==> config.mk <==
export PLATFORM = sky130hd
export DESIGN_NAME = bf3_out_fifo_flat
export DESIGN_NICKNAME = d
export VERILOG_FILES = /design/src/hw/rtl/box_filter_3x3_rgb_defines.svh /design/src/hw/rtl/bf3_pkg.sv /design/src/hw/rtl/bf3_stream_if.sv /design/src/hw/rtl/bf3_out_fifo.sv /design/src/flat_wrapper.sv
export SDC_FILE = /design/constraint.sdc
export NUM_CORES = 1
export LEC_CHECK = 0
export ABC_AREA = 1
export BUFFER_PORTS_ARGS = -buffer_cell sky130_fd_sc_hd__buf_2
export CAP_MARGIN = 20
export CORE_MARGIN = 4
export CORE_UTILIZATION = 30
export CTS_CLUSTER_DIAMETER = 50
export DETAILED_ROUTE_END_ITERATION = 7
export GPL_ROUTABILITY_DRIVEN = 0
export GPL_TIMING_DRIVEN = 0
export SETUP_SLACK_MARGIN = 0.2
export SKIP_LAST_GASP = 1
export SYNTH_ARGS = -nofsm -noshare
export SYNTH_HDL_FRONTEND = slang
export SYNTH_SLANG_ARGS = --single-unit
==> constraint.sdc <==
create_clock -name clk_i -period 2.1 [get_ports clk_i]
set_input_delay 0.105 -clock clk_i [delete_from_list [all_inputs] [get_ports clk_i]]
set_output_delay 0.105 -clock clk_i [all_outputs]
set_load 0.1 [all_outputs]
==> src/hw/rtl/box_filter_3x3_rgb_defines.svh <==
// Assertion helpers for the box filter. Each macro expects clk_i and rst_ni
// to be visible at the place of use.
`ifndef BOX_FILTER_3X3_RGB_DEFINES_SVH
`define BOX_FILTER_3X3_RGB_DEFINES_SVH

// Same-cycle implication.
`define BF3_ASSERT_IMP(lbl, ante, cons, msg) \
  lbl: assert property (@(posedge clk_i) disable iff (!rst_ni) (ante) |-> (cons)) \
    else $error(msg);

// Next-cycle implication.
`define BF3_ASSERT_NEXT(lbl, ante, cons, msg) \
  lbl: assert property (@(posedge clk_i) disable iff (!rst_ni) (ante) |=> (cons)) \
    else $error(msg);

`endif

==> src/hw/rtl/bf3_pkg.sv <==
package bf3_pkg;

  localparam int unsigned NUM_CH = 3;
  localparam int unsigned CH_RED = 0;
  localparam int unsigned CH_GREEN = 1;
  localparam int unsigned CH_BLUE = 2;

  localparam int unsigned CFG_W = 9;
  localparam logic [0:0] CFG_IMAGE_WIDTH = 1'b0;
  localparam logic [0:0] CFG_IMAGE_HEIGHT = 1'b1;
  localparam logic [CFG_W-1:0] IMAGE_WIDTH_RST = 9'd220;
  localparam logic [CFG_W-1:0] IMAGE_HEIGHT_RST = 9'd220;

  // Sum of nine 8-bit samples plus the rounding bias fits in 12 bits.
  localparam int unsigned SUM_W = 12;
  localparam int unsigned ROUND_BIAS = 4;
  // floor(x/9) == (x * 7282) >> 16 for every x below 2300.
  localparam int unsigned RECIP_W = 13;
  localparam logic [RECIP_W-1:0] RECIP_9 = 13'd7282;
  localparam int unsigned RECIP_SHIFT = 16;
  localparam int unsigned PIX_MAX = 255;

  localparam int unsigned FIFO_DEPTH = 8;
  localparam int unsigned FIFO_AW = $clog2(FIFO_DEPTH);
  localparam int unsigned CNT_W = FIFO_AW + 1;

  typedef logic [NUM_CH-1:0][7:0] rgb_t;

  // Window indexed [column][row]; column 2 is the newest, row 0 the top.
  typedef rgb_t [2:0][2:0] win_t;

  typedef struct packed {
    logic [7:0] row;
    logic [7:0] col;
    logic       last;
  } tag_t;

  typedef struct packed {
    logic [7:0] pixel_red;
    logic [7:0] pixel_green;
    logic [7:0] pixel_blue;
    logic       frame_start;
  } pix_in_t;

  typedef struct packed {
    logic [7:0] out_red;
    logic [7:0] out_green;
    logic [7:0] out_blue;
    logic [7:0] out_row;
    logic [7:0] out_col;
    logic       frame_last;
  } pix_out_t;

endpackage

==> src/hw/rtl/bf3_stream_if.sv <==
interface bf3_stream_if #(
  parameter type T = logic
);
  logic valid;
  logic ready;
  T     data;

  modport source (output valid, output data, input ready);
  modport sink (input valid, input data, output ready);
endinterface

==> src/hw/rtl/bf3_out_fifo.sv <==
module bf3_out_fifo
  import bf3_pkg::*;
(
  input  logic     clk_i,
  input  logic     rst_ni,
  input  logic     wr_en_i,
  input  pix_out_t wr_data_i,
  bf3_stream_if.source res_o
);

  pix_out_t               mem_q [FIFO_DEPTH];
  logic [FIFO_AW-1:0]     wr_ptr_q, rd_ptr_q;
  logic [CNT_W-1:0]       cnt_q;
  logic                   pop;

  assign pop = res_o.valid && res_o.ready;

  // The upstream credit count keeps writes from ever finding the queue full.
  always_ff @(posedge clk_i or negedge rst_ni) begin
    if (!rst_ni) begin
      wr_ptr_q <= '0;
      rd_ptr_q <= '0;
      cnt_q <= '0;
    end else begin
      if (wr_en_i) begin
        wr_ptr_q <= wr_ptr_q + FIFO_AW'(1);
      end
      if (pop) begin
        rd_ptr_q <= rd_ptr_q + FIFO_AW'(1);
      end
      unique case ({wr_en_i, pop})
        2'b10:   cnt_q <= cnt_q + CNT_W'(1);
        2'b01:   cnt_q <= cnt_q - CNT_W'(1);
        default: cnt_q <= cnt_q;
      endcase
    end
  end

  always_ff @(posedge clk_i) begin
    if (wr_en_i) begin
      mem_q[wr_ptr_q] <= wr_data_i;
    end
  end

  assign res_o.valid = (cnt_q != '0);
  assign res_o.data = mem_q[rd_ptr_q];

endmodule

==> src/flat_wrapper.sv <==
// flat-port wrapper written by rule: the top's interface ports become plain ports
module bf3_out_fifo_flat import bf3_pkg::*;
  (clk_i, rst_ni, wr_en_i, wr_data_i, res_o_valid, res_o_data, res_o_ready);
  bf3_stream_if res_o_i ();
  input  logic clk_i;
  input  logic rst_ni;
  input  logic wr_en_i;
  input  pix_out_t wr_data_i;
  output wire logic [$bits(res_o_i.valid)-1:0] res_o_valid;
  output wire logic [$bits(res_o_i.data)-1:0] res_o_data;
  input wire logic [$bits(res_o_i.ready)-1:0] res_o_ready;
  assign res_o_valid = res_o_i.valid;
  assign res_o_data = res_o_i.data;
  assign res_o_i.ready = res_o_ready;
  bf3_out_fifo u_core (.clk_i(clk_i), .rst_ni(rst_ni), .wr_en_i(wr_en_i), .wr_data_i(wr_data_i), .res_o(res_o_i));
endmodule
==> impl_metrics.csv, run 1 <==
group,metric,value,unit
status,status,"completed",
grt,grt_pass1_vias,668,
synthesis,syn_inst,101,
power_and_ir_drop,p_leak,0.5070,nW
floorplanning,num_rows,20,
clock_network,cts_tree,"done",
setup_path,crit_type,"reg2reg",
setup_path,cp.required,2280,ps
grt,antenna_found_initial,0,
clock_network,cts_sinks,18,
grt,overflow,0,
synthesis,syn_area_per_cell,9.291,um2
synthesis,synth_area,938.4,um2
final_layout,final_common_cell,"nand2_1",
floorplanning,io_pins,47,
route,drc,0,
setup_path,r2r-end,"u_core.cnt_q[2]",
synthesis,synth.area.top_cells,"dfrtp_1 (27%), edfxtp_1 (26%), nand2_1 (9.2%)",
final_layout,insertedDiodeCount,0,
floorplanning,initial_utilization,30.99,%
grt,grtUsageTotal,8.626,%
job,drv_cap,0,
floorplanning,die_y,63.93,um
setup_path,crit_start,"u_core.cnt_q[1]",
route,detail_route.first_pass.iterations,3,
place,dp_hpwl,1172,um
final_layout,syn_to_final_growth,22.00,%
sta,rsz0062_at_grt,"true",
synthesis,yosysTopAreaCell,"dfrtp_1",
sta,finalHoldViolations,0,
route,avgRoutedWirePerCell,9.195,um
synthesis,yosysSeqAreaShare,52.27,%
sta,fmax,552.7,MHz
sta,fin_crit,1809,ps
worst_hold_path,min_to,"u_core.mem_q[7][0]",
sta,worstMarginPinSlew,488.7,ps
floorplanning,core_area,3028,um2
worst_hold_path,hp-start,"wr_data_i[0]",
synthesis,synth-seq-cells,18,
setup_path,timing.rr.start,"u_core.cnt_q[1]",
route,finalWirelength,1462,um
place,port_buffers,6,
route,ant_nets,0,
synthesis,yosysUniqueCellTypes,20,
route,drt_iter0_markers,5,
sta,slew_headroom,67.64,%
setup_path,cp-start-kind,"flip-flop",
power_and_ir_drop,p_per_area,1435,nW/um2
setup_path,crit_path_end_kind,"flip-flop",
sta,fin_crit_sh,86.16,%
sta,skew,3.779,ps
grt,grt_pass1_wl,2801,um
sta,tns,0,ps
floorplanning,die_x,63.93,um
sta,setup_viol,0,
synthesis,synth_nets,151,
clock_network,htree_levels,1,
sta,maxSlewViolCount,0,
synthesis,synth_top_area_share,26.67,%
setup_path,cp_max_fo,5,
grt,grt_max_degree,11,
power_and_ir_drop,ir_drop,0.3414,mV
clock_network,cts-root-buf,"clkbuf_4",
setup_path,r2r_slack,290,ps
synthesis,synth_warnings,0,
final_layout,utilization,37.81,%
worst_hold_path,hold_path_class,"in2reg",
final_layout,final_cell_mix,"nand2_1 (23), nor2_1 (15), inv_1 (9), edfxtp_1 (8), dfrtp_1 (7)",
floorplanning,die_area,4087,um2
worst_hold_path,hold_depth,1,
clock_network,cts_inserted_buffers,3,
final_layout,drive_gt1_share,26.09,%
clock_network,ctsLongestPathBuffers,2,
route,avgViaCountPerCell,3.981,
setup_path,rr_worst_depth,11,
clock_network,clk_latency,290,ps
route,vias,633,
final_layout,nets,166,
setup_path,critPathArrivalTime,1990,ps
clock_network,clk_pin_slew,100,ps
[power by group]
group | leakage, nW | switching, mW | internal [mW]
logic | 0.302 | 0.537 | 0.321
clock network | 0.0154 | 0.102 | 0.0691
registers | 0.189 | 0.130 | 0.482
total | 0.507 | 0.770 | 0.873
[routing by layer]
layer / GRT usage, % / wire length (um) / vias to the layer above
met5: 0 / 0 / -
met4: 5.660 / 21 / 0
met3: 1.230 / 36 / 2
met2: 15.23 / 753 / 8
met1: 9.519 / 651 / 272
li1: - / - / 351
[final cells by class]
type	count	area (um2)
Sequential cell	18	494.2
Timing Repair Buffer	10	65.06
Tap cell	44	55.05
Clock buffer	3	22.52
Clock inverter	1	3.754
Multi-Input combinational cell	72	462.9
Fill cell	305	1883
Inverter	11	41.29
[what timing repair did]
action,in CTS,in global routing
gates resized for setup,0,4
hold buffers,1,0
endpoints found under the hold margin,10,0
endpoints found under the setup margin,0,2
setup buffers,0,3
[synth_stat cells]
cell and count:
nand2_2 2, nand3_1 2, or2_1 1, dfrtp_1 10, nand2_1 23, xnor2_2 1, inv_1 9, a21oi_1 2
nor2_1 18, inv_2 2, nand2_4 2, edfxtp_1 8, o21ai_1 2, o21ai_0 6, o21a_1 1, xor2_1 3
xnor2_1 2, ha_1 5, nand3_2 1, nor2_4 1
[kinds of logic (layout without fill, tap and decap cells)]
family / Yosys count / after routing / synth area share, %
compound gates: 11 / 11 / 6.134
xor+xnor: 6 / 6 / 6.401
fa+ha+maj: 5 / 5 / 6.667
buf+inv: 11 / 25 / 4.400
flops: 18 / 18 / 52.27
simple gates: 50 / 50 / 24.13
[state kept, by name, indices dropped and copies added (netlist names)]
register and cells:
u_core.rd_ptr_q 3, u_core.wr_ptr_q 3, u_core.cnt_q 4, u_core.mem_q 8
[through the flow]
step	std cells	instance area [um2]	total power, mW	setup slack (ps)	hold slack, ps
2_1_floorplan	101	985.9	1.295	204.0	-190.6
3_3_place_gp	151	1071	1.398	284.1	-18.41
3_5_place_dp	151	1071	1.427	229.4	-16.06
4_1_cts	156	1107	1.607	205.7	55.82
5_1_grt	159	1145	1.785	179.0	51.07
6_report	159	1145	1.642	290.7	67.52
[critical path: stages, from the launching register on]
cell     delay [ps]
dfrtp_2         470
nor2_4          150
nand2_8          60
nand2_4          80
inv_2            80
ha_4            180
nor2_4          100
nor2_4           50
ha_1            190
a21oi_2         110
xor2_1          150
o21ai_1          70
[worst max-delay path by stage]
stage	end	slack [ps]
finish	u_core.cnt_q[2]	290
global route	u_core.cnt_q[2]	180
CTS	u_core.cnt_q[2]	210
detailed placement	u_core.cnt_q[2]	230
global placement	u_core.cnt_q[2]	280
floorplan	u_core.cnt_q[2]	200
No activity file was read; power rests on OpenSTA's default activity.
==> inputs of run 2 (changes only) <==
--- a/config.mk
+++ b/config.mk
@@ -14,6 +14,7 @@
 export DETAILED_ROUTE_END_ITERATION = 7
 export GPL_ROUTABILITY_DRIVEN = 0
 export GPL_TIMING_DRIVEN = 0
+export PLACE_DENSITY_LB_ADDON = 0.05
 export SETUP_SLACK_MARGIN = 0.2
 export SKIP_LAST_GASP = 1
 export SYNTH_ARGS = -nofsm -noshare
==> run 2 against run 1 <==
First-iteration DRC count grew to 3.2 times the previous value. Core utilization fell by 0.58 points. Via count down 1.9%. Largest cell class unchanged. Non-clock buffer count is 1 lower. Sequential cell count did not move. Global-route usage is 0.54 points higher. Worst setup slack worse by 10 ps. Critical path type unchanged.
==> impl_metrics.csv, run 2 (synthesis gave the netlist of run 1 again) <==
group,metric,value,unit
status,status,"completed",
floorplanning,num_rows,20,
clock_network,cts-root-buf,"clkbuf_4",
place,port_buffers,6,
route,ant_nets,0,
setup_path,rr_worst_depth,11,
sta,fin_crit_sh,86.64,%
setup_path,cp-start-kind,"flip-flop",
final_layout,final_common_cell,"nand2_1",
route,finalWirelength,1532,um
clock_network,htree_levels,1,
final_layout,drive_gt1_share,25.44,%
setup_path,crit_path_end_kind,"flip-flop",
final_layout,final.fill_count,307,
sta,slew_headroom,67.88,%
sta,maxSlewViolCount,0,
sta,worstMarginPinSlew,485.1,ps
final_layout,insertedDiodeCount,0,
route,avgViaCountPerCell,3.930,
clock_network,cts_sinks,18,
setup_path,crit_chain,"nor2_4 -> nand2_8 -> nand2_4 -> inv_2 -> ha_2 -> nor2_4 -> nor2_4 -> ha_1 -> a21oi_2 -> xor2_1 -> o21ai_1",
grt,grt_max_degree,11,
sta,fin_crit,1819,ps
sta,skew,1.468,ps
power_and_ir_drop,p_leak,0.5007,nW
floorplanning,initial_utilization,30.99,%
clock_network,clk_pin_slew,100,ps
grt,overflow,0,
sta,fmax,549.6,MHz
sta,finalHoldViolations,0,
worst_hold_path,hold_depth,2,
grt,grt_pass1_vias,657,
final_layout,nets,165,
setup_path,critPathMostFrequentCell,"nor2_4",
setup_path,crit_slowest_cell,"dfrtp_1",
setup_path,r2r-end,"u_core.cnt_q[2]",
setup_path,cp_max_fo,4,
grt,grt_pass1_wl,2973,um
worst_hold_path,hold_path_class,"in2reg",
clock_network,cts_inserted_buffers,3,
route,detail_route.first_pass.iterations,3,
clock_network,cts_tree,"done",
sta,tns,0,ps
route,avgRoutedWirePerCell,9.696,um
worst_hold_path,min_to,"u_core.wr_ptr_q[1]",
job,drv_cap,0,
place,dpl.cell_count,151,
final_layout,largest_reg_flops,8,
sta,setup_viol,0,
floorplanning,die_y,63.93,um
setup_path,critPathArrivalTime,2000,ps
floorplanning,core_area,3028,um2
sta,setup_ws,280.6,ps
setup_path,r2r_slack,280,ps
final_layout,instances_no_fill,158,
place,dp_hpwl,1215,um
setup_path,timing.rr.start,"u_core.cnt_q[3]",
grt,antenna_found_initial,0,
floorplanning,die_x,63.93,um
grt,grtUsageTotal,9.169,%
final_layout,final_cell_mix,"nand2_1 (23), nor2_1 (15), inv_1 (9), edfxtp_1 (8), dfrtp_1 (7)",
route,drt_iter0_markers,16,
power_and_ir_drop,p_per_area,1439,nW/um2
final_layout,reg.largest.list,"u_core.mem_q x8, u_core.cnt_q x4",
worst_hold_path,hp-start,"wr_en_i",
route,vias,621,
place,pre_cts_ws,253.1,ps
setup_path,crit_type,"reg2reg",
clock_network,ctsLongestPathBuffers,2,
clock_network,clk_latency,290,ps
floorplanning,die_area,4087,um2
setup_path,cp.required,2280,ps
power_and_ir_drop,fin_total_pwr,1.622,mW
route,drc,0,
power_and_ir_drop,ir_drop,0.4355,mV
sta,rsz0062_at_grt,"true",
setup_path,max_stage_delay,450,ps
final_layout,largest-register,"u_core.mem_q",
floorplanning,io_pins,47,
final_layout,syn_to_final_growth,20.13,%
run 2: cell count changes in the layout (fill, tap and decap cells not counted), sizes merged:
cell,change
buf,-1
run 2: how the worst max path moves through the flow:
stage | startpoint | end | slack, ps | cells past startpoint
3_3_place_gp | u_core.cnt_q[1] | u_core.cnt_q[2] | 270 | 11
3_5_place_dp | u_core.cnt_q[1] | u_core.cnt_q[2] | 250 | 11
5_1_grt | u_core.cnt_q[3] | u_core.cnt_q[2] | 120 | 12
2_1_floorplan | u_core.cnt_q[1] | u_core.cnt_q[2] | 200 | 11
4_1_cts | u_core.cnt_q[0] | u_core.cnt_q[2] | 230 | 12
6_report | u_core.cnt_q[3] | u_core.cnt_q[2] | 280 | 11
run 2: metal layers:
metal | vias to the layer above | GRT usage [%] | wire length (um)
met3 | 2 | 3.515 | 70
met5 | - | 0 | 0
met1 | 264 | 12.79 | 816
met4 | 0 | 2.426 | 15
li1 | 348 | - | -
met2 | 7 | 13.16 | 629
run 2: metrics by stage:
step | hold slack (ps) | utilization (%) | cell area (um2)
CTS | 47.15 | 36.57 | 1107
floorplan | -190.6 | - | 985.9
detailed placement | -15.66 | 35.37 | 1071
global placement | -17.27 | 35.37 | 1071
finish | 62.98 | 37.23 | 1127
global route | 64.08 | 37.23 | 1127
run 2: repair_timing:
action                                  CTS  global route
gates resized for setup                   0             3
hold buffers                              1             0
endpoints found under the setup margin    0             2
setup buffers                             0             2
endpoints found under the hold margin    10             0
run 2: worst max-delay path: cells and delay by family (launching register included):
kind                     cells  cell delay [ps]
adder cells (fa/ha/maj)      2              390
AND/OR/NAND/NOR              5              470
AO/OA/AOI/OAI                2              180
buffers and inverters        1               70
XOR/XNOR                     1              150
flip-flops                   1              450
run 2: final cells by class:
class                   instances  area (um2)  share of cell area, %
well taps                      44       55.05                  4.883
inverters                      11       41.29                  3.663
repair buffers                  9       57.56                  5.105
flip-flops and latches         18       494.2                  43.84
clock buffers                   3       22.52                  1.998
clock inverters                 1       3.754                 0.3330
multi-input cells              72       452.9                  40.18
run 2: where the power goes:
part / switching, mW / leakage, nW / internal, mW
sequential: 0.140 / 0.189 / 0.482
combinational: 0.526 / 0.296 / 0.306
clock: 0.0998 / 0.0154 / 0.0690
total: 0.765 / 0.501 / 0.857
