===== src/hw/rtl/box_filter_3x3_rgb_defines.svh =====
// Assertion helpers for the box filter. Each macro expects clk_i and rst_ni
// to be visible at the place of use.
`ifndef BOX_FILTER_3X3_RGB_DEFINES_SVH
`define BOX_FILTER_3X3_RGB_DEFINES_SVH

// Same-cycle implication.
`define BF3_ASSERT_IMP(lbl, ante, cons, msg) \
  lbl: assert property (@(posedge clk_i) disable iff (!rst_ni) (ante) |-> (cons)) \
    else $error(msg);

// Next-cycle implication.
`define BF3_ASSERT_NEXT(lbl, ante, cons, msg) \
  lbl: assert property (@(posedge clk_i) disable iff (!rst_ni) (ante) |=> (cons)) \
    else $error(msg);

`endif


===== src/hw/rtl/bf3_pkg.sv =====
package bf3_pkg;

  localparam int unsigned NUM_CH = 3;
  localparam int unsigned CH_RED = 0;
  localparam int unsigned CH_GREEN = 1;
  localparam int unsigned CH_BLUE = 2;

  localparam int unsigned CFG_W = 9;
  localparam logic [0:0] CFG_IMAGE_WIDTH = 1'b0;
  localparam logic [0:0] CFG_IMAGE_HEIGHT = 1'b1;
  localparam logic [CFG_W-1:0] IMAGE_WIDTH_RST = 9'd220;
  localparam logic [CFG_W-1:0] IMAGE_HEIGHT_RST = 9'd220;

  // Sum of nine 8-bit samples plus the rounding bias fits in 12 bits.
  localparam int unsigned SUM_W = 12;
  localparam int unsigned ROUND_BIAS = 4;
  // floor(x/9) == (x * 7282) >> 16 for every x below 2300.
  localparam int unsigned RECIP_W = 13;
  localparam logic [RECIP_W-1:0] RECIP_9 = 13'd7282;
  localparam int unsigned RECIP_SHIFT = 16;
  localparam int unsigned PIX_MAX = 255;

  localparam int unsigned FIFO_DEPTH = 8;
  localparam int unsigned FIFO_AW = $clog2(FIFO_DEPTH);
  localparam int unsigned CNT_W = FIFO_AW + 1;

  typedef logic [NUM_CH-1:0][7:0] rgb_t;

  // Window indexed [column][row]; column 2 is the newest, row 0 the top.
  typedef rgb_t [2:0][2:0] win_t;

  typedef struct packed {
    logic [7:0] row;
    logic [7:0] col;
    logic       last;
  } tag_t;

  typedef struct packed {
    logic [7:0] pixel_red;
    logic [7:0] pixel_green;
    logic [7:0] pixel_blue;
    logic       frame_start;
  } pix_in_t;

  typedef struct packed {
    logic [7:0] out_red;
    logic [7:0] out_green;
    logic [7:0] out_blue;
    logic [7:0] out_row;
    logic [7:0] out_col;
    logic       frame_last;
  } pix_out_t;

endpackage


===== src/hw/rtl/bf3_mean.sv =====
module bf3_mean
  import bf3_pkg::*;
(
  input  logic     clk_i,
  input  logic     rst_ni,
  input  logic     vld_i,
  input  win_t     win_i,
  input  tag_t     tag_i,
  output logic     vld_o,
  output pix_out_t res_o
);

  localparam int unsigned PROD_W = SUM_W + RECIP_W;
  localparam int unsigned QUO_W = PROD_W - RECIP_SHIFT;

  logic [NUM_CH-1:0][SUM_W-1:0] sum_d, sum_q;
  logic                         vld_q;
  tag_t                         tag_q;
  logic [NUM_CH-1:0][7:0]       mean;

  // First stage: biased channel sums over the window.
  always_comb begin
    for (int k = 0; k < NUM_CH; k++) begin
      sum_d[k] = SUM_W'(ROUND_BIAS);
      for (int c = 0; c < 3; c++) begin
        for (int r = 0; r < 3; r++) begin
          sum_d[k] = sum_d[k] + SUM_W'(win_i[c][r][k]);
        end
      end
    end
  end

  always_ff @(posedge clk_i or negedge rst_ni) begin
    if (!rst_ni) begin
      vld_q <= 1'b0;
    end else begin
      vld_q <= vld_i;
    end
  end

  always_ff @(posedge clk_i) begin
    if (vld_i) begin
      sum_q <= sum_d;
      tag_q <= tag_i;
    end
  end

  // Second stage: divide by nine through the reciprocal, then clamp.
  always_comb begin
    logic [PROD_W-1:0] prod;
    logic [QUO_W-1:0]  quo;
    for (int k = 0; k < NUM_CH; k++) begin
      prod = PROD_W'(sum_q[k]) * PROD_W'(RECIP_9);
      quo = prod[PROD_W-1:RECIP_SHIFT];
      mean[k] = (quo > QUO_W'(PIX_MAX)) ? 8'(PIX_MAX) : quo[7:0];
    end
  end

  assign vld_o = vld_q;
  assign res_o.out_red = mean[CH_RED];
  assign res_o.out_green = mean[CH_GREEN];
  assign res_o.out_blue = mean[CH_BLUE];
  assign res_o.out_row = tag_q.row;
  assign res_o.out_col = tag_q.col;
  assign res_o.frame_last = tag_q.last;

endmodule


===== config.mk =====
export PLATFORM = sky130hd
export DESIGN_NAME = bf3_mean
export DESIGN_NICKNAME = d
export VERILOG_FILES = /design/src/hw/rtl/box_filter_3x3_rgb_defines.svh /design/src/hw/rtl/bf3_pkg.sv /design/src/hw/rtl/bf3_mean.sv
export SDC_FILE = /design/constraint.sdc
export NUM_CORES = 1
export LEC_CHECK = 0
export BUFFER_PORTS_ARGS = -buffer_cell sky130_fd_sc_hd__clkbuf_2
export CAP_MARGIN = 20
export CORE_ASPECT_RATIO = 2
export CORE_MARGIN = 10
export CORE_UTILIZATION = 45
export CTS_CLUSTER_DIAMETER = 80
export DETAILED_ROUTE_END_ITERATION = 6
export GPL_TIMING_DRIVEN = 0
export PLACE_DENSITY_LB_ADDON = 0.2
export SLEW_MARGIN = 20
export SYNTH_ARGS = -nofsm -noshare
export SYNTH_HDL_FRONTEND = slang
export SYNTH_SLANG_ARGS = --single-unit

===== constraint.sdc =====
create_clock -name clk_i -period 10.55 [get_ports clk_i]
set_input_delay 2.11 -clock clk_i [delete_from_list [all_inputs] [get_ports clk_i]]
set_output_delay 2.11 -clock clk_i [all_outputs]
set_load 0.005 [all_outputs]

==> summary.md, run 1 <==
| Metric | Value |
|---|---|
| Top layer in use | `met5` |
| Most common cell in the netlist | `inv_1` |
| Routed wl met3 | `1.17 mm` |
| CTS max path bufs | `2` |
| Ports | `278` |
| Core area | `30100 µm²` |
| Worst EP required | `8.44 ns` |
| CP peak stage delay | `0.54 ns` |
| First-pass GRT wire length | `56.2 mm` |
| Status | `finished, final reports clean` |
| Crit-path max FO | `5` |
| Row count | `90` |
| First drt pass iteration count | `4` |
| Die Y | `266 µm` |
| Hold WC Path Type | `in2async` |
| Overflow after GRT | `0` |
| Total GRT Usage | `18.7%` |
| Total number of vias | `9955` |
| # DRC | `0` |
| Cells after Synth | `1319` |
| Routed Antenna Nets | `0` |
| Relative slew slack | `48.0%` |
| CP Launch Point | `sum_q[7]$_DFFE_PP_` |
| Min cycle time layout | `7.66 ns` |
| FFs w/ async S/R, synth | `1.85%` |
| Fin Hold WS | `1.56 ns` |
| Final hold vios | `0` |
| Largest net degree at the start of global routing | `55` |
| CP Capture Point | `res_o[39]` |
| Main area contributors after synthesis | `fa_1 (36%), ha_1 (23%), edfxtp_1 (12%)` |
| Max-slew violations | `0` |
| Hold buffers post-CTS | `0` |
| Worst setup EP type | `output pin` |
| CP cell instances | `fa_1, ha_1, inv_1, fa_1, inv_1, fa_1, inv_1, fa_1, inv_1, ha_1, and3_1, and4_1, a221oi_2, o2111a_1, nor3_1, or3b_1, clkbuf_2` |
| Yosys top cell by area | `fa_1` |
| Die W | `143 µm` |
| CTS tree | `done` |
| Layout net count | `2343` |
| Synth cell types | `56` |
| CP Launch Type | `flip-flop` |
| Slowest-stage cell, CP | `edfxtp_1` |
| Proportion of synthesized area in mux cells | `0.678%` |
| Metal2 WL | `21.3 mm` |
| Post-synth EDFFs | `53` |
| Max frequency | `131 MHz` |
| Setup TNS | `0 ns` |
| Hpwl dp | `32.1 mm` |
| Synthesis-to-layout area growth | `14.8%` |
| Slew @ Worst Pin | `0.781 ns` |
| Initial antenna violation count | `1` |
| Num CTS Buffers | `5` |
| Simple-Gate Fraction of Synth Area | `5.69%` |
| Syn nets | `2059` |
| Starting Density | `45.4%` |
| FF+latch count, synth | `54` |
| XOR/XNOR share of the synthesized area | `3.33%` |
| Gpl congestion | `0.916` |
| Synthesized area | `13700 µm²` |
| MaxCap Viol Count | `0` |
| H-tree levels | `2` |
| Critical path type | `reg2out` |
| Vias per cell | `5.05` |
| Vias in the first global route | `11900` |
| Met1 WL | `10.4 mm` |
| Share of layout cells above drive strength 1 | `18.8%` |
| Sequential share of the synthesized area | `11.8%` |
| Wirelength, routed | `33.8 mm` |
| Synth top area share | `36.5%` |
| Setup Buffers After CTS | `0` |
| DR WL/cell | `17.1 µm` |
| Ys Warns | `0` |
| Avg Cell Area, Syn | `10.4 µm²` |
| # diodes | `0` |
| Final setup viols | `0` |
| Crit path DAT | `5.55 ns` |
| Commonest cells post-synth | `inv_1 (358), ha_1 (255), fa_1 (249), edfxtp_1 (53), nand2_1 (49)` |
| Total Die Area | `38200 µm²` |
| Fin crit share | `72.6%` |
| Largest family of logic cells by synthesized area | `adder cells` |
| Compound-gate portion of the synthesized area | `8.61%` |
| DRT iter0 DRCs | `234` |
| Sink Count | `54` |
| CTS resizes | `0` |
| Commonest register cell after synthesis | `edfxtp_1` |
| Post-Synth Adder-Cell Area | `59.8%` |
| Root Driver | `clkbuf_16` |
| Clock Pin Slew Worst Setup and Hold Paths | `0.08 ns` |
| RSZ-0062 raised after global routing | `no` |
| Port bufs | `277` |
-- critical path: cells and delay by family (launching register included) --
family | cells | cell delay (ns)
simple gates | 4 | 0.85
buf+inv | 5 | 0.34
compound gates | 2 | 0.72
fa+ha+maj | 6 | 2.76
flops | 1 | 0.54
-- final cells by class --
cell class / instances / area (µm²)
buffer: 7 / 27.5
clock buffer: 5 / 125
clock inverter: 3 / 42.5
fill: 2847 / 14400
inverter: 358 / 1340
multi-input combinational: 900 / 10700
sequential: 54 / 1620
tap: 368 / 460
timing repair buffer: 277 / 1390
-- state kept, by name, indices dropped and copies added, names as in the netlist --
name / cells
res_o: 17
sum_q: 36
vld_o: 1
-- how the worst min path moves through the flow --
| stage | from | endpoint | slack (ns) |
|---|---|---|---|
| 2_1_floorplan | rst_ni | vld_o$_DFF_PN0_ | 1.81 |
| 3_3_place_gp | rst_ni | vld_o$_DFF_PN0_ | 1.88 |
| 3_5_place_dp | rst_ni | vld_o$_DFF_PN0_ | 1.89 |
| 4_1_cts | rst_ni | vld_o$_DFF_PN0_ | 1.55 |
| 5_1_grt | rst_ni | vld_o$_DFF_PN0_ | 1.55 |
| 6_report | rst_ni | vld_o$_DFF_PN0_ | 1.56 |
-- cells in the final DEF (no fill, tap or decap), drive strengths merged, types with 3 or more instances in the layout --
cell and n:
nor3b 3, or3 6, o21bai 5, a211oi 7, and3 5, o21a 10, a221oi 4, o21ai 40
o211ai 6, nand2b 5, and2 5, nand4 9, nand2 49, a21boi 8, fa 249, ha 255
a21oi 49, mux2i 7, o41ai 4, or2 6, nor2 32, nor2b 8, o31ai 3, xnor2 35
inv 359, nand3 15, edfxtp 53, xor2 17, a21o 19, a31o 3, nor3 10, clkbuf 289
and4 4
-- metal layers --
metal	vias up	global-route usage (%)
met2	185	40.9
li1	4798	-
met3	52	2.58
met4	2	5.18
met5	-	0
met1	4918	16.1
-- cell families (layout without fill, tap and decap cells) --
family / Yosys count / in the layout
adders and majority gates: 504 / 504
buffers and inverters: 365 / 650
AOI/OAI and AO/OA: 176 / 176
muxes: 9 / 9
and+or+nand+nor: 159 / 159
DFF: 54 / 54
xor gates and xnor gates: 52 / 52
-- stage by stage --
step	area [µm²]	instances	util, %	worst slack (ns)
final	15700	1972	52.2	2.89
after global routing	15700	1972	52.2	2.57
after CTS	15700	1972	52.2	2.84
after detailed placement	15500	1964	51.6	3.19
after global placement	15500	1964	51.6	3.23
after floorplan	13700	1319	-	3.81
Power of run 1 is not shown: default switching activity piles up to over one toggle a cycle in this logic, so the estimate is an artifact.
==> run 2, diff against run 1 <==
Clock period 10.55 ns to 7.1 ns, I/O delays scaled along.
==> summary.md, run 2 (synthesis results as in run 1) <==
| Metric | Value |
|---|---|
| Status | `finished, final reports clean` |
| Final setup viols | `0 (unchanged)` |
| Worst Path Buf+Inv | `5 (unchanged)` |
| Total GRT Usage | `18.7% (unchanged)` |
| Min cycle time layout | `6.87 ns` |
| Worst EP required | `5.68 ns (-2.76 ns)` |
| Util after Layout | `52.5% (+0.32 points)` |
| Crit path max-delay family | `adder cells` |
| Fin crit share | `96.8%` |
| CTS tree | `done` |
| Num CTS Buffers | `5 (unchanged)` |
| Die Y | `266 µm (unchanged)` |
| Worst setup EP type | `output pin` |
| First-pass GRT wire length | `56.2 mm (unchanged)` |
| Relative slew slack | `48.0% (about the same)` |
| Largest register FFs | `36 (unchanged)` |
| Fin Hold WS | `0.865 ns (-0.690 ns)` |
| Critical path type | `reg2out` |
| Overflow after GRT | `0 (unchanged)` |
| CTS max path bufs | `2 (unchanged)` |
| Crit-path max FO | `4 (-1)` |
| CP Launch Type | `flip-flop` |
| Clock Pin Slew Worst Setup and Hold Paths | `0.08 ns (about the same)` |
| Total number of vias | `9924 (-0.31%)` |
| # DRC | `0 (unchanged)` |
| Routed Antenna Nets | `0 (unchanged)` |
| # fillers | `2841 (-0.21%)` |
| DRT iter0 DRCs | `212 (-9.4%)` |
| First drt pass iteration count | `4 (unchanged)` |
| Total Die Area | `38200 µm² (unchanged)` |
| Commonest non-fill, non-tap cell in the layout | `inv_1` |
| CP peak stage delay | `0.54 ns (about the same)` |
| Vias in the first global route | `11900 (unchanged)` |
| MaxCap Viol Count | `0 (unchanged)` |
| Largest net degree at the start of global routing | `55 (unchanged)` |
| Gpl congestion | `0.916 (unchanged)` |
| Hold WC Path Type | `in2async` |
| Vias per cell | `5.01 (-0.71%)` |
| Met1 WL | `10.4 mm (+0.31%)` |
| Layout net count | `2351 (+0.34%)` |
| Ports | `278 (unchanged)` |
| Largest reg by FF count | `sum_q` |
| Starting Density | `45.4% (unchanged)` |
| Core area | `30100 µm² (unchanged)` |
| Slew @ Worst Pin | `0.780 ns (-0.000447 ns)` |
| Final Non-Filler Cells | `1980 (+0.41%)` |
| Hpwl dp | `32.1 mm (unchanged)` |
| CP cell instances | `fa_1, ha_1, inv_1, fa_1, inv_1, fa_1, inv_1, fa_1, inv_1, ha_1, and3_1, and4_1, a221oi_4, o2111a_1, nor3_1, or3b_1, clkbuf_2` |
| # diodes | `0 (unchanged)` |
| Slowest-stage cell, CP | `fa_1` |
| Port bufs | `277 (unchanged)` |
| H-tree levels | `2 (unchanged)` |
| Initial antenna violation count | `1 (unchanged)` |
| Top layer in use | `met5` |
| DR WL/cell | `17.1 µm (-0.26%)` |
| Max frequency | `145 MHz` |
| Max-slew violations | `0 (unchanged)` |
| Crit path DAT | `5.45 ns (-0.10 ns)` |
| Sink Count | `54 (unchanged)` |
| Routed wl met3 | `1.16 mm (-1.2%)` |
| Final hold vios | `0 (unchanged)` |
| Die W | `143 µm (unchanged)` |
| Row count | `90 (unchanged)` |
| RSZ-0062 raised after global routing | `yes` |
| Root Driver | `clkbuf_16` |
| Metal2 WL | `21.3 mm (+0.16%)` |
| Wirelength, routed | `33.8 mm (+0.15%)` |
| Placed insts | `1964 (unchanged)` |
| Share of layout cells above drive strength 1 | `19.5% (+0.65 points)` |
| Synthesis-to-layout area growth | `15.5%` |
| Commonest non-fill, non-tap cells in the layout | `inv_1 (358), clkbuf_2 (277), ha_1 (255)` |
==> run 2: final cells by class <==
class                           instances  area (µm²)  share of cell area (%)
Timing Repair Buffer                  285        1450                    9.18
Multi-Input combinational cell        900       10700                    67.9
Buffer                                  7        27.5                   0.174
Sequential cell                        54        1620                    10.2
Tap cell                              368         460                    2.92
Clock buffer                            5         125                   0.793
Clock inverter                          3        42.5                   0.270
Inverter                              358        1340                    8.52
==> run 2: through the flow <==
step	setup WS (ns)	TNS [ns]	area (µm²)
3_5_place_dp	0.433	0	15500
5_1_grt	-0.0529	-0.0839	15800
6_report	0.225	0	15800
4_1_cts	0.0804	0	15700
3_3_place_gp	0.472	0	15500
2_1_floorplan	1.05	0	13700
==> run 2: metal layers <==
| layer | vias up | global-route usage, % |
|---|---|---|
| met4 | 2 | 5.18 |
| li1 | 4809 | - |
| met3 | 50 | 2.58 |
| met1 | 4890 | 16.1 |
| met5 | - | 0 |
| met2 | 173 | 40.9 |
==> run 2: worst max-delay path by stage <==
stage | depth (start not counted) | to | from
2_1_floorplan | 18 | res_o[31] | sum_q[19]$_DFFE_PP_
3_3_place_gp | 19 | res_o[28] | sum_q[19]$_DFFE_PP_
3_5_place_dp | 19 | res_o[28] | sum_q[19]$_DFFE_PP_
4_1_cts | 19 | res_o[28] | sum_q[19]$_DFFE_PP_
5_1_grt | 20 | res_o[32] | sum_q[19]$_DFFE_PP_
6_report | 17 | res_o[39] | sum_q[8]$_DFFE_PP_
==> run 2: timing repair <==
action	4_1_cts	5_1_grt
endpoints found under the setup margin	0	12
hold buffers	0	0
setup buffers	0	8
gates resized for setup	0	5
Power of run 2 is left out for the same reason.
==> run 3, diff against run 2 <==
==> constraint.sdc (replaced) <==
create_clock -name clk_i -period 7.1 [get_ports clk_i]
set_input_delay 0.355 -clock clk_i [delete_from_list [all_inputs] [get_ports clk_i]]
set_output_delay 0.355 -clock clk_i [all_outputs]
set_load 0.005 [all_outputs]
==> summary.md, run 3 (synthesis results as in run 1) <==
| Metric | Value |
|---|---|
| Critical path type | `reg2out` |
| Crit-path max FO | `4 (unchanged)` |
| H-tree levels | `2 (unchanged)` |
| CTS max path bufs | `2 (unchanged)` |
| Final setup viols | `0 (unchanged)` |
| CP cell instances | `inv_1, fa_1, inv_1, ha_1, inv_1, fa_1, inv_1, fa_1, inv_1, fa_1, inv_1, ha_1, nand3_1, nor2_1, a221oi_1, o21ai_0, and2_1, o311ai_1, clkbuf_2` |
| RSZ-0062 raised after global routing | `no` |
| Commonest non-fill, non-tap cells in the layout | `inv_1 (358), clkbuf_2 (277), ha_1 (255)` |
| Crit path max-delay family | `adder cells` |
| Layout net count | `2344 (-0.30%)` |
| Clock Pin Slew Worst Setup and Hold Paths | `0.08 ns (about the same)` |
| Wirelength, routed | `33.8 mm (about the same)` |
| Share of layout cells above drive strength 1 | `18.8% (-0.66 points)` |
| Worst setup EP type | `output pin` |
| Max-slew violations | `0 (unchanged)` |
| Most used cell, CP | `inv_1` |
| MaxCap Viol Count | `0 (unchanged)` |
| Port bufs | `277 (unchanged)` |
| Hold WC Path Type | `in2reg` |
| Largest net degree at the start of global routing | `55 (unchanged)` |
| Max frequency | `169 MHz (+16%)` |
| Vias in the first global route | `11900 (+0.067%)` |
| Min cycle time layout | `5.93 ns (-0.948 ns)` |
| # fillers | `2846 (+0.18%)` |
| Num CTS Buffers | `5 (unchanged)` |
| # DRC | `0 (unchanged)` |
| Routed Antenna Nets | `0 (unchanged)` |
| Vias per cell | `5.04 (+0.64%)` |
| Hold Startpoint | `tag_i[7]` |
| Synthesis-to-layout area growth | `14.8%` |
| CTS resizes | `0 (unchanged)` |
| Largest reg by FF count | `sum_q` |
| Root Driver | `clkbuf_16` |
| DRT iter0 DRCs | `229 (+8.0%)` |
| Sink Count | `54 (unchanged)` |
| Hold EP | `res_o[7]$_DFFE_PP_` |
| Worst Path Buf+Inv | `7 (+2)` |
| CP peak stage delay | `0.57 ns (+0.03 ns)` |
| Total GRT Usage | `18.7% (about the same)` |
| Die Y | `266 µm (unchanged)` |
| Initial antenna violation count | `1 (unchanged)` |
| Core area | `30100 µm² (unchanged)` |
| Hold path cells | `1` |
| Largest register FFs | `36 (unchanged)` |
| Row count | `90 (unchanged)` |
| CP Launch Type | `flip-flop` |
| Worst EP required | `6.74 ns (+1.06 ns)` |
| Total number of vias | `9952 (+0.28%)` |
| Fin crit share | `83.5% (-13 points)` |
| DR WL/cell | `17.1 µm (+0.31%)` |
| Setup TNS | `0 ns (unchanged)` |
| # diodes | `0 (unchanged)` |
| Ports | `278 (unchanged)` |
| Relative slew slack | `48.0% (about the same)` |
| Die W | `143 µm (unchanged)` |
| First-pass GRT wire length | `56.2 mm (about the same)` |
| CP Depth | `19 (+2)` |
| Total Die Area | `38200 µm² (unchanged)` |
| Crit path DAT | `5.57 ns (+0.12 ns)` |
| First drt pass iteration count | `4 (unchanged)` |
| Slew @ Worst Pin | `0.780 ns (-0.000290 ns)` |
| Starting Density | `45.4% (unchanged)` |
| Final hold vios | `0 (unchanged)` |
| Commonest non-fill, non-tap cell in the layout | `inv_1` |
| Gpl congestion | `0.916 (unchanged)` |
| Hpwl dp | `32.1 mm (unchanged)` |
| Slowest-stage cell, CP | `a221oi_1` |
| CTS tree | `done` |
| Overflow after GRT | `0 (unchanged)` |
| Status | `finished, final reports clean` |
[run 3: cell types whose count changed in the layout (fill, tap and decap cells not counted), sizes merged]
cell	delta
dlygate4sd3	+1
buf	-8
[run 3: metrics by stage]
step / setup WS, ns / hold slack [ns] / instance area [µm²] / utilization (%) / instances
6_report: 1.17 / 0.216 / 15700 / 52.2 / 1973
3_3_place_gp: 1.54 / 0.130 / 15500 / 51.6 / 1964
4_1_cts: 1.15 / 0.206 / 15700 / 52.2 / 1973
2_1_floorplan: 2.11 / 0.0594 / 13700 / - / 1319
3_5_place_dp: 1.50 / 0.131 / 15500 / 51.6 / 1964
5_1_grt: 0.871 / 0.208 / 15700 / 52.2 / 1973
[run 3: how the worst max path moves through the flow]
stage / startpoint / slack (ns) / end
4_1_cts: sum_q[19]$_DFFE_PP_ / 1.15 / res_o[28]
2_1_floorplan: sum_q[19]$_DFFE_PP_ / 2.11 / res_o[31]
3_3_place_gp: sum_q[19]$_DFFE_PP_ / 1.54 / res_o[28]
5_1_grt: sum_q[19]$_DFFE_PP_ / 0.87 / res_o[32]
6_report: sum_q[19]$_DFFE_PP_ / 1.17 / res_o[28]
3_5_place_dp: sum_q[19]$_DFFE_PP_ / 1.50 / res_o[28]
[run 3: layout make-up]
class / count / area, µm² / area share [%]
Clock buffer: 5 / 125 / 0.797
Buffer: 7 / 27.5 / 0.175
Inverter: 358 / 1340 / 8.56
Tap cell: 368 / 460 / 2.93
Multi-Input combinational cell: 900 / 10700 / 68.0
Sequential cell: 54 / 1620 / 10.3
Clock inverter: 3 / 42.5 / 0.271
Timing Repair Buffer: 278 / 1400 / 8.91
[run 3: what timing repair did]
item | CTS | global route
hold endpoints to repair | 1 | 0
hold buffers | 1 | 0
setup buffers | 0 | 0
[run 3: per-layer routing]
layer,GRT usage (%),routed length (µm),up-vias
met3,2.60,1180,52
met2,40.9,21300,183
li1,-,-,4799
met4,5.30,916,2
met5,0,12,-
met1,16.1,10400,4916
Power of run 3 is left out for the same reason.
